### src/design/skvt_pkg.sv
// Package for the sorted key/value table: beat and entry types and operation codes.
// No dependencies; used by the table top level.
package skvt_pkg;

  // Operation codes carried in the func field.
  localparam logic FUNC_LOOKUP = 1'b0;
  localparam logic FUNC_PUT    = 1'b1;

  // Width of the entry_count result field.
  localparam int unsigned COUNT_OUT_W = 5;

  // One input beat.
  typedef struct packed {
    logic               func;
    logic signed [31:0] key;
    logic        [31:0] value_in;
  } skvt_in_t;

  // One result beat.
  typedef struct packed {
    logic                   hit;
    logic [31:0]            value_out;
    logic                   dropped;
    logic [COUNT_OUT_W-1:0] entry_count;
  } skvt_out_t;

  // One stored table entry.
  typedef struct packed {
    logic signed [31:0] key;
    logic        [31:0] value;
  } skvt_entry_t;

endpackage

### src/design/skvt_ram.sv
// Generic single-port-write, single-port-read RAM with a registered read.
// No dependencies; used by the table top level for entry storage.
module skvt_ram #(
  parameter int unsigned WIDTH = 64,
  parameter int unsigned DEPTH = 16
) (
  input  logic                                        clk,
  input  logic                                        wr_en,
  input  logic [((DEPTH > 1) ? $clog2(DEPTH) : 1)-1:0] wr_addr,
  input  logic [WIDTH-1:0]                            wr_data,
  input  logic [((DEPTH > 1) ? $clog2(DEPTH) : 1)-1:0] rd_addr,
  output logic [WIDTH-1:0]                            rd_data
);

  logic [WIDTH-1:0] mem [DEPTH];
  logic [WIDTH-1:0] rd_data_r;

  // Write port and registered read port.
  always_ff @(posedge clk) begin
    if (wr_en) begin
      mem[wr_addr] <= wr_data;
    end
    rd_data_r <= mem[rd_addr];
  end

  assign rd_data = rd_data_r;

endmodule

### src/design/sorted_key_value_table.sv
// Sorted key/value table: a map of signed keys to value handles held in ascending key order.
// An item is taken only when the block is idle and its result is written to an output
// register. A lookup, an overwrite or a refused put runs a linear scan through the entry RAM,
// which reads one entry a cycle. An insert ends its scan at the first larger key and then
// moves every later entry up one slot, one per cycle, before it writes the new entry.
// A stalled result beat holds the block in its response state while the stall lasts.
// The entries live in one RAM with a registered read; only the control registers, the count
// among them, are reset. Depends on skvt_pkg and skvt_ram.
module sorted_key_value_table
  import skvt_pkg::*;
#(
  parameter int unsigned TABLE_DEPTH = 16
) (
  input  logic      clk,
  input  logic      rst_n,
  input  logic      in_valid,
  output logic      in_stall,
  input  skvt_in_t  in_data,
  output logic      out_valid,
  input  logic      out_stall,
  output skvt_out_t out_data
);

  localparam int unsigned IDX_W = (TABLE_DEPTH > 1) ? $clog2(TABLE_DEPTH) : 1;
  localparam int unsigned CNT_W = $clog2(TABLE_DEPTH + 1);
  localparam int unsigned ENT_W = $bits(skvt_entry_t);

  // Sequencer state codes.
  localparam logic [2:0] ST_IDLE   = 3'd0;
  localparam logic [2:0] ST_SCAN   = 3'd1;
  localparam logic [2:0] ST_SHIFT  = 3'd2;
  localparam logic [2:0] ST_INSERT = 3'd3;
  localparam logic [2:0] ST_RESP   = 3'd4;

  logic [2:0]       state_r, state_nxt;
  skvt_in_t         req_r, req_nxt;
  logic [CNT_W-1:0] count_r, count_nxt;
  logic [CNT_W-1:0] idx_r, idx_nxt;
  logic             issue_r, issue_nxt;
  logic             rd_vld_r, rd_vld_nxt;
  logic [IDX_W-1:0] rd_idx_r, rd_idx_nxt;
  logic [IDX_W-1:0] pos_r, pos_nxt;
  logic             res_hit_r, res_hit_nxt;
  logic [31:0]      res_val_r, res_val_nxt;
  logic             res_drop_r, res_drop_nxt;
  logic             out_valid_r, out_valid_nxt;
  skvt_out_t        out_r, out_nxt;

  logic             ram_we;
  logic [IDX_W-1:0] ram_waddr;
  skvt_entry_t      ram_wdata;
  logic [ENT_W-1:0] ram_rdata;
  skvt_entry_t      rd_entry;
  logic             rd_issue;
  logic             key_ge;
  logic             key_eq;
  logic             scan_last;
  logic             tbl_full;
  logic [CNT_W+COUNT_OUT_W-1:0] count_ext;

  skvt_ram #(
    .WIDTH (ENT_W),
    .DEPTH (TABLE_DEPTH)
  ) u_entry_ram (
    .clk     (clk),
    .wr_en   (ram_we),
    .wr_addr (ram_waddr),
    .wr_data (ram_wdata),
    .rd_addr (IDX_W'(idx_r)),
    .rd_data (ram_rdata)
  );

  assign rd_entry  = skvt_entry_t'(ram_rdata);
  assign key_ge    = $signed(rd_entry.key) >= $signed(req_r.key);
  assign key_eq    = rd_entry.key == req_r.key;
  assign scan_last = (CNT_W'(rd_idx_r) + CNT_W'(1)) == count_r;
  assign tbl_full  = count_r == CNT_W'(TABLE_DEPTH);
  assign count_ext = {{COUNT_OUT_W{1'b0}}, count_r};

  // A read goes out while the scan has entries left or the shift has moves left.
  always_comb begin
    case (state_r)
      ST_SCAN:  rd_issue = idx_r < count_r;
      ST_SHIFT: rd_issue = issue_r;
      default:  rd_issue = 1'b0;
    endcase
  end

  // Sequencer: scan for the key, then overwrite, shift and insert, or just report.
  always_comb begin
    state_nxt     = state_r;
    req_nxt       = req_r;
    count_nxt     = count_r;
    idx_nxt       = idx_r;
    issue_nxt     = issue_r;
    rd_vld_nxt    = rd_issue;
    rd_idx_nxt    = IDX_W'(idx_r);
    pos_nxt       = pos_r;
    res_hit_nxt   = res_hit_r;
    res_val_nxt   = res_val_r;
    res_drop_nxt  = res_drop_r;
    out_valid_nxt = out_valid_r && out_stall;
    out_nxt       = out_r;
    ram_we        = 1'b0;
    ram_waddr     = rd_idx_r;
    ram_wdata     = '{key: req_r.key, value: req_r.value_in};

    case (state_r)
      ST_IDLE: begin
        if (in_valid) begin
          req_nxt      = in_data;
          idx_nxt      = '0;
          res_hit_nxt  = 1'b0;
          res_val_nxt  = '0;
          res_drop_nxt = 1'b0;
          pos_nxt      = '0;
          if (count_r != '0) begin
            state_nxt = ST_SCAN;
          end else if (in_data.func == FUNC_PUT) begin
            state_nxt = ST_INSERT;
          end else begin
            state_nxt = ST_RESP;
          end
        end
      end

      ST_SCAN: begin
        if (rd_issue) begin
          idx_nxt = idx_r + CNT_W'(1);
        end
        // The first stored key at or above the request, or the last stored entry, ends the scan.
        if (rd_vld_r && (key_ge || scan_last)) begin
          rd_vld_nxt  = 1'b0;
          res_hit_nxt = key_eq;
          if (req_r.func == FUNC_LOOKUP) begin
            res_val_nxt = key_eq ? rd_entry.value : '0;
            state_nxt   = ST_RESP;
          end else if (key_eq) begin
            ram_we      = 1'b1;
            res_val_nxt = req_r.value_in;
            state_nxt   = ST_RESP;
          end else if (tbl_full) begin
            res_drop_nxt = 1'b1;
            state_nxt    = ST_RESP;
          end else if (!key_ge) begin
            pos_nxt   = IDX_W'(count_r);
            state_nxt = ST_INSERT;
          end else begin
            pos_nxt   = rd_idx_r;
            idx_nxt   = count_r - CNT_W'(1);
            issue_nxt = 1'b1;
            state_nxt = ST_SHIFT;
          end
        end
      end

      ST_SHIFT: begin
        // Move entries up one slot, from the top down to the insert position.
        if (issue_r) begin
          if (idx_r == CNT_W'(pos_r)) begin
            issue_nxt = 1'b0;
          end else begin
            idx_nxt = idx_r - CNT_W'(1);
          end
        end
        if (rd_vld_r) begin
          ram_we    = 1'b1;
          ram_waddr = rd_idx_r + IDX_W'(1);
          ram_wdata = rd_entry;
          if (rd_idx_r == pos_r) begin
            state_nxt = ST_INSERT;
          end
        end
      end

      ST_INSERT: begin
        ram_we       = 1'b1;
        ram_waddr    = pos_r;
        count_nxt    = count_r + CNT_W'(1);
        res_hit_nxt  = 1'b0;
        res_val_nxt  = req_r.value_in;
        res_drop_nxt = 1'b0;
        state_nxt    = ST_RESP;
      end

      ST_RESP: begin
        // Load the output register once the previous result beat has left.
        if (!out_valid_r || !out_stall) begin
          out_valid_nxt = 1'b1;
          out_nxt = '{hit: res_hit_r, value_out: res_val_r, dropped: res_drop_r,
                      entry_count: count_ext[COUNT_OUT_W-1:0]};
          state_nxt = ST_IDLE;
        end
      end

      default: begin
        state_nxt = ST_IDLE;
      end
    endcase
  end

  // Control registers.
  always_ff @(posedge clk) begin
    if (!rst_n) begin
      state_r     <= ST_IDLE;
      count_r     <= '0;
      issue_r     <= 1'b0;
      rd_vld_r    <= 1'b0;
      out_valid_r <= 1'b0;
    end else begin
      state_r     <= state_nxt;
      count_r     <= count_nxt;
      issue_r     <= issue_nxt;
      rd_vld_r    <= rd_vld_nxt;
      out_valid_r <= out_valid_nxt;
    end
  end

  // Payload registers.
  always_ff @(posedge clk) begin
    req_r      <= req_nxt;
    idx_r      <= idx_nxt;
    rd_idx_r   <= rd_idx_nxt;
    pos_r      <= pos_nxt;
    res_hit_r  <= res_hit_nxt;
    res_val_r  <= res_val_nxt;
    res_drop_r <= res_drop_nxt;
    out_r      <= out_nxt;
  end

  assign in_stall  = state_r != ST_IDLE;
  assign out_valid = out_valid_r;
  assign out_data  = out_r;

`ifndef SYNTHESIS
  // The count never goes past the table depth.
  a_count_bound: assert property (@(posedge clk) disable iff (!rst_n)
    count_r <= CNT_W'(TABLE_DEPTH))
    else $error("entry count exceeds table depth");

  // The entry RAM is written only while an item is being worked on.
  a_write_state: assert property (@(posedge clk) disable iff (!rst_n)
    ram_we |-> (state_r == ST_SCAN || state_r == ST_SHIFT || state_r == ST_INSERT))
    else $error("entry RAM written outside an operation");

  // An insert adds exactly one entry.
  a_insert_count: assert property (@(posedge clk) disable iff (!rst_n)
    state_r == ST_INSERT |=> count_r == $past(count_r) + CNT_W'(1))
    else $error("insert did not advance the entry count");

  // An insert never happens into a full table.
  a_insert_room: assert property (@(posedge clk) disable iff (!rst_n)
    state_r == ST_INSERT |-> !tbl_full)
    else $error("insert into a full table");
`endif

endmodule
### config.mk
export PLATFORM = sky130hd
export DESIGN_NAME = sorted_key_value_table
export DESIGN_NICKNAME = d
export VERILOG_FILES = /design/src/design/skvt_pkg.sv /design/src/design/skvt_ram.sv /design/src/design/sorted_key_value_table.sv
export SDC_FILE = /design/constraint.sdc
export NUM_CORES = 1
export LEC_CHECK = 0
export ABC_AREA = 1
export BUFFER_PORTS_ARGS = -buffer_cell sky130_fd_sc_hd__buf_2
export CAP_MARGIN = 5
export CORE_MARGIN = 2
export CORE_UTILIZATION = 35
export CTS_BUF_LIST = sky130_fd_sc_hd__clkbuf_2 sky130_fd_sc_hd__clkbuf_4 sky130_fd_sc_hd__clkbuf_8
export DETAILED_ROUTE_END_ITERATION = 12
export GPL_TIMING_DRIVEN = 0
export PLACE_DENSITY = 0.5
export SLEW_MARGIN = 10
export SYNTH_ARGS = -nofsm -noshare
export SYNTH_HDL_FRONTEND = slang
export SYNTH_SLANG_ARGS = --single-unit
### constraint.sdc
create_clock -name clk -period 7.1 [get_ports clk]
set_clock_uncertainty 0.05 [all_clocks]
set_input_delay 1.42 -clock clk [delete_from_list [all_inputs] [get_ports clk]]
set_output_delay 1.42 -clock clk [all_outputs]
set_load 0.03 [all_outputs]
* Word level (Yosys, flattened, before mapping) *
Memories as Yosys holds them, arrays and structs flattened. A register that Yosys moved wholly into a read port is not among the register bits.
Cells that the tools add are included.

word-level totals
  bits in registers = 162
  bits in latches = 0
  memory bits (writable) = 1,024
  bits in read-only memories = 0
  bits of input ports = 69
  output and inout bits = 41
  logic and storage cells = 138
  memories = 1

memory list
  name             depth  bits a word  rd ports  clocked after Yosys merged registers in  write ports  RTL line        source
  u_entry_ram.mem  16     64           1         1                                        1            skvt_ram.sv:15  logic [WIDTH-1:0] mem [DEPTH];

cells by class
  add/sub/neg operators = 6
  multiply operators = 0
  div/mod/pow operators = 0
  order comparisons = 2
  eq/ne operators = 22
  shifts and indexed selects = 0
  mux-type cells = 67
  bitwise operators = 0
  reductions and logical operators = 22

operators by type and width
  cell                   number
  $mux W32               5
  $mux W64               2
  $pmux W32 S3           1
  $mux W5                9
  $eq A32 B32 Y1         1
  $ge A32 B32 Y1         1
  $mux W3                10
  $mux W4                7
  $mux W1                24
  $ne A2 B2 Y1 const B   12
  $reduce_and A6 Y1      3
  $pmux W4 S2            2
  $pmux W3 S5            1
  $pmux W5 S3            1
  $add A5 B1 Y5 const B  2
  $sub A5 B1 Y5 const B  2
  $pmux W1 S3            3
  $reduce_bool A3 Y1     3
  $reduce_and A4 Y1      2
  $eq A3 B2 Y1 const B   2
  $add A4 B1 Y5 const B  1
  $eq A5 B4 Y1           1
  $eq A5 B5 Y1           1
  $eq A5 B5 Y1 const B   1
  other kinds (16)       22

* Logic depth before layout (Yosys ltp) *
  depth after elaboration = 9
  mapped depth = 21
  depth with buffers taken out = 21

* Cells and area by module *
Synthesis repeated with hierarchy kept, for this count alone.

unflattened totals
  cell total of the unflattened synthesis = 5,021
  area total of the unflattened synthesis = 53,361.2 um2

by module, submodules not included
  module                  instances  cells each  area an instance (um2)  seq. area each (um2)
  skvt_ram                1          4,210       45,285.9                32,030.7
  sorted_key_value_table  1          811         8,075.2                 4,714.5

* Least setup slack after synthesis *
No wires, ideal clock.

  path kind = flip-flop to flip-flop
  start point = register req_r[63] (netlist bit)
  end point = memory u_entry_ram.mem[10][0] (enable)
  setup time = 0.486 ns
  data arrival time = 4.538 ns
  required time = 6.564 ns
  slack = 2.026 ns
  cell stages (with the launch flop) = 15
  buffers on the path = 0
  clock period less this slack = 5.074 ns
  path through = edfxtp_1 > inv_1 > ha_1 > nand2_2 > nor2_2 > nand4_2 > nor3_2 > nand2_1 > nand2_1 > nand2_1 > nand4_2 > nand3_2 > o21ai_4 > nand2_2 > nor2_1

between the ends
  longest elaborated chain between the ends = 7
  elaborated cells between the ends (all ways) = 10
  those cells by class = 1 x order compare; 1 x eq/ne; 6 x mux; 2 x reduce/logical

RTL lines
  element                                           RTL line                                                      source
  start: declaration                                sorted_key_value_table.sv:36                                  skvt_in_t req_r, req_nxt;
  start signal: assignment                          sorted_key_value_table.sv:221                                 req_r <= req_nxt;
  $ge A32 B32 Y1 or $eq A32 B32 Y1 (tied branches)  sorted_key_value_table.sv:74, sorted_key_value_table.sv:75
  $logic_or A1 B1 Y1 or $mux W1 (tied branches)     sorted_key_value_table.sv:132, sorted_key_value_table.sv:138
  $logic_and A1 B1 Y1 or $mux W1 (tied branches)    sorted_key_value_table.sv:132, sorted_key_value_table.sv:135
  $mux W1 *                                         sorted_key_value_table.sv:132                                 if (rd_vld_r && (key_ge || scan_last)) begin
  $pmux W1 S3 *                                     sorted_key_value_table.sv:108                                 case (state_r)
  $mux W1 *                                         skvt_ram.sv:20                                                if (wr_en) begin
  $mux W1 (not written as such) *                   skvt_ram.sv:21                                                mem[wr_addr] <= wr_data;
  end: declaration                                  skvt_ram.sv:15

Mark *: on every way between the ends. The rest lies on a longest branch, timed or not.

* Final worst setup path *
  start point = register req_r[47] (netlist bit)
  end point = memory u_entry_ram.mem[7][33] (enable)

The elaborated chain is that of the path after synthesis.

==> results by group <==
Run status
  – Status: finished, final reports clean

STA
  – Fmax: between 200 and 250 MHz
  – Fin crit share: 0.685
  – Slew @ Worst Pin: around 1.2 ns
  – Final Hold Fails: 0
  – Final period demand of the worst path: about 5 ns
  – Endpoints failing setup: 0
  – RSZ-0062 raised after global routing: no
  – Max Slew Vio Count: 0
  – Relative slew slack: 0.172

Route
  – Wirelength per Cell: roughly 24 µm
  – DR DRC count: 0
  – DRT Wirelength: around 150000 µm
  – Via count: 31514
  – DR iter-0 viols: about 3400
  – DR pass1 iterations: 5
  – Vias per inst: approximately 5.2
  – Final ANT Viol Nets: 0

Floorplan
  – Starting density of the core: 0.353
  – Die Wd: 376 µm
  – I/O pin cnt: 110
  – Die height: around 380 µm
  – Core area: between 0.1 and 0.15 mm²
  – Die ar.: about 0.14 mm²
  – Cell row count: 136

Final layout
  – Layout cells sized above 1: 0.148
  – Fin nets: approximately 4200
  – Fill cells: 12865
  – Multi-input logic area: approximately 0.011 mm²
  – FF/Latch Area: ~0.037 mm²
  – Post-route cell area: roughly 0.057 mm²
  – Non-filler cells, final: ~6100
  – Synth-to-layout area growth: 18.4%

Global routing
  – Met1 usage: 0.273
  – Initial antenna violation count: 6
  – GRT Util Overall: 0.206
  – M2 GR Usage: 0.343
  – Largest net degree at the start of global routing: 30
  – Remaining global-route overflow: 0
  – Vias in the first global route: around 31000
  – First-pass GRT wire length: 213000 µm
  – Met3 Use GR: 0.0358
  – GRT busiest layer: met2

Clocking
  – CTS tree: built
  – Clock transition at path regs: about 0.060 ns
  – Clock latency on the worst-skew pair: 0.94 ns
  – Max clock buf depth: 3
  – Clock sink count: between 1000 and 1500
  – Cts hold-fix bufs: 0
  – Root Buffer: clkbuf_8
  – H-tree levels: 4
  – Post-CTS sizing: 0
  – Post-CTS Repair Setup Buffers: 0
  – CTS buffer count: roughly 210

Placement
  – Final HPWL DP: 100000 µm
  – Final RePlAce weighted congestion: roughly 0.8
  – Dpl cell area: approximately 0.053 mm²
  – PortBufs: 108
  – Inst Count DP: around 5700

Synth
  – Commonest cells post-synth: edfxtp_1 (1171), o21ai_0 (631), nor2_1 (571)
  – Sequential cell area fraction in the yosys report: 0.757
  – Number of synthesized flops with an enable pin: ~1200
  – Top cells by area, synth: edfxtp_1 (72%), o21ai_0 (6.5%), nor2_1 (4.4%)
  – Cells after Synth: 3675
  – Top_reg_cell synth: edfxtp_1
  – Post-synthesis average cell area: 13.2 µm²
  – Count of cell types in the netlist: 38
  – Post-synth top area cell: edfxtp_1
  – Post-Syn Nets: 3785
  – Warnings from Yosys: 0
  – Mapped cell area: slightly below 0.05 mm²
  – FF+latch count, synth: roughly 1300
  – Fraction of registers with async set/reset: 0
  – Share of the synthesized area in the top cell type: 0.725
  – Most common cell in the netlist: edfxtp_1

Power
  – Pwr/cell area: ~400 mW/mm²
  – Pleak: around 19 nW
  – Max VDD drop: about 0.22 mV

Worst setup path
  – FF-to-FF path depth: 14
  – Critical Path AT: approximately 5.4 ns
  – CP max FO: 19
  – Crit Path Class: reg -> reg
  – WP data required: roughly 7.7 ns
  – Worst setup EP type: flip-flop
  – Startpoint Class: flip-flop

Worst hold path
  – WHS Path Cells: 0
  – Worst Hold Class: reg -> reg

Run
  – MaxCap Viol Count: 0
worst max-delay path, cell delays in order, from the launching register on:
cell and delay, ns:
edfxtp_1 0.32, inv_1 0.11, ha_1 0.32, nand2_1 0.09, nor2_1 0.21, nand4_1 0.24, nor2_1 0.41, nand2_1 0.38
nor2_4 0.59, inv_1 0.17, o21ai_4 0.28, nand2_2 0.21, nor2_4 0.63, buf_12 0.28, buf_16 0.19
state kept, by name, summed over array words and instances, names as in the netlist:
| register | cells |
|---|---|
| state_r | 3 |
| res_drop_r | 1 |
| res_val_r | 32 |
| req_r | 65 |
| idx_r | 5 |
| count_r | 5 |
| pos_r | 4 |
| rd_vld_r | 1 |
| out_valid | 1 |
| out_data | 39 |
| u_entry_ram.mem | 1024 |
| res_hit_r | 1 |
| issue_r | 1 |
| u_entry_ram.rd_data | 64 |
| rd_idx_r | 4 |
cells in the final DEF, fill, tap and decap left out, types with 3 or more instances in the layout:
master      synthesis  layout
a21oi_1            32      32
buf_1              22      22
buf_12              0      35
buf_16              0      18
buf_2              12     120
buf_4               0      57
bufinv_16           0       7
clkbuf_1          197     192
clkbuf_2            0       5
clkbuf_4            0      81
clkbuf_8            0     231
clkinv_1            2      43
clkinv_2            0      16
clkinvlp_4          0       5
dfxtp_1            79      79
diode_2             0       3
edfxtp_1         1171    1171
ha_1               41      41
inv_1             125     125
inv_2               4       4
inv_8               0       3
nand2_1           284     284
nand2_2             6       6
nand3_1           155     155
nand4_1            11      11
nor2_1            571     552
nor2_2              7       8
nor2_4              3      21
nor3_1              5       5
o211ai_1           25      25
o21ai_0           631     566
o21ai_1             0      63
o21ai_2             1       3
o221ai_1          105     105
o22ai_1           154     154
xnor2_1             3       3
xor2_1              9       9
final timing paths:
| kind | from | endpoint | slack (ns) |
|---|---|---|---|
| max | req_r[47]$_DFFE_PP_ | u_entry_ram.mem[7][33]$_DFFE_PP_ | 2.24 |
| min | res_val_r[1]$_DFFE_PP_ | out_data[7]$_DFFE_PP_ | 0.36 |
| max reg2reg | req_r[47]$_DFFE_PP_ | u_entry_ram.mem[7][33]$_DFFE_PP_ | 2.24 |
| min reg2reg | res_val_r[1]$_DFFE_PP_ | out_data[7]$_DFFE_PP_ | 0.36 |
stage by stage:
stage / util / TNS [ns] / setup WS, ns / power, W / hold slack [ns]
5_1_grt: 0.418 / 0 / 2.07 / 0.0248 / 0.374
3_3_place_gp: 0.373 / -2381.95 / -2.62 / 0.0169 / 0.351
6_report: 0.418 / 0 / 2.24 / 0.0236 / 0.358
2_1_floorplan: - / 0 / 2.03 / 0.0137 / 0.322
3_5_place_dp: 0.386 / 0 / 2.16 / 0.0172 / 0.355
4_1_cts: 0.418 / 0 / 2.11 / 0.0238 / 0.363
per-layer routing:
layer / up-vias / wire (µm)
met2: 1151 / 70700
met1: 15589 / 62400
met4: 2 / 4080
li1: 14544 / -
met5: - / 14
met3: 228 / 9750
cells by family after synthesis:
group                      share of synthesized area
AOI/OAI and AO/OA                              0.114
xor gates and xnor gates                     0.00217
adders and majority gates                     0.0106
buffers and inverters                         0.0283
DFF                                            0.757
and+or+nand+nor                               0.0877
power by group:
group / internal (W) / total, W / switching (W)
registers: 0.00918 / 0.00945 / 0.000268
logic: 0.00192 / 0.00755 / 0.00562
clock network: 0.00366 / 0.00661 / 0.00295
final cells by class:
type	instances	area share
antenna	3	0.000131
buffer	231	0.0155
clock buffer	312	0.0659
clock inverter	75	0.00956
inverter	131	0.00856
multi-input combinational	2063	0.184
sequential	1250	0.639
tap	1794	0.0391
timing repair buffer	221	0.0383
No activity file was read; power rests on OpenSTA's default activity.
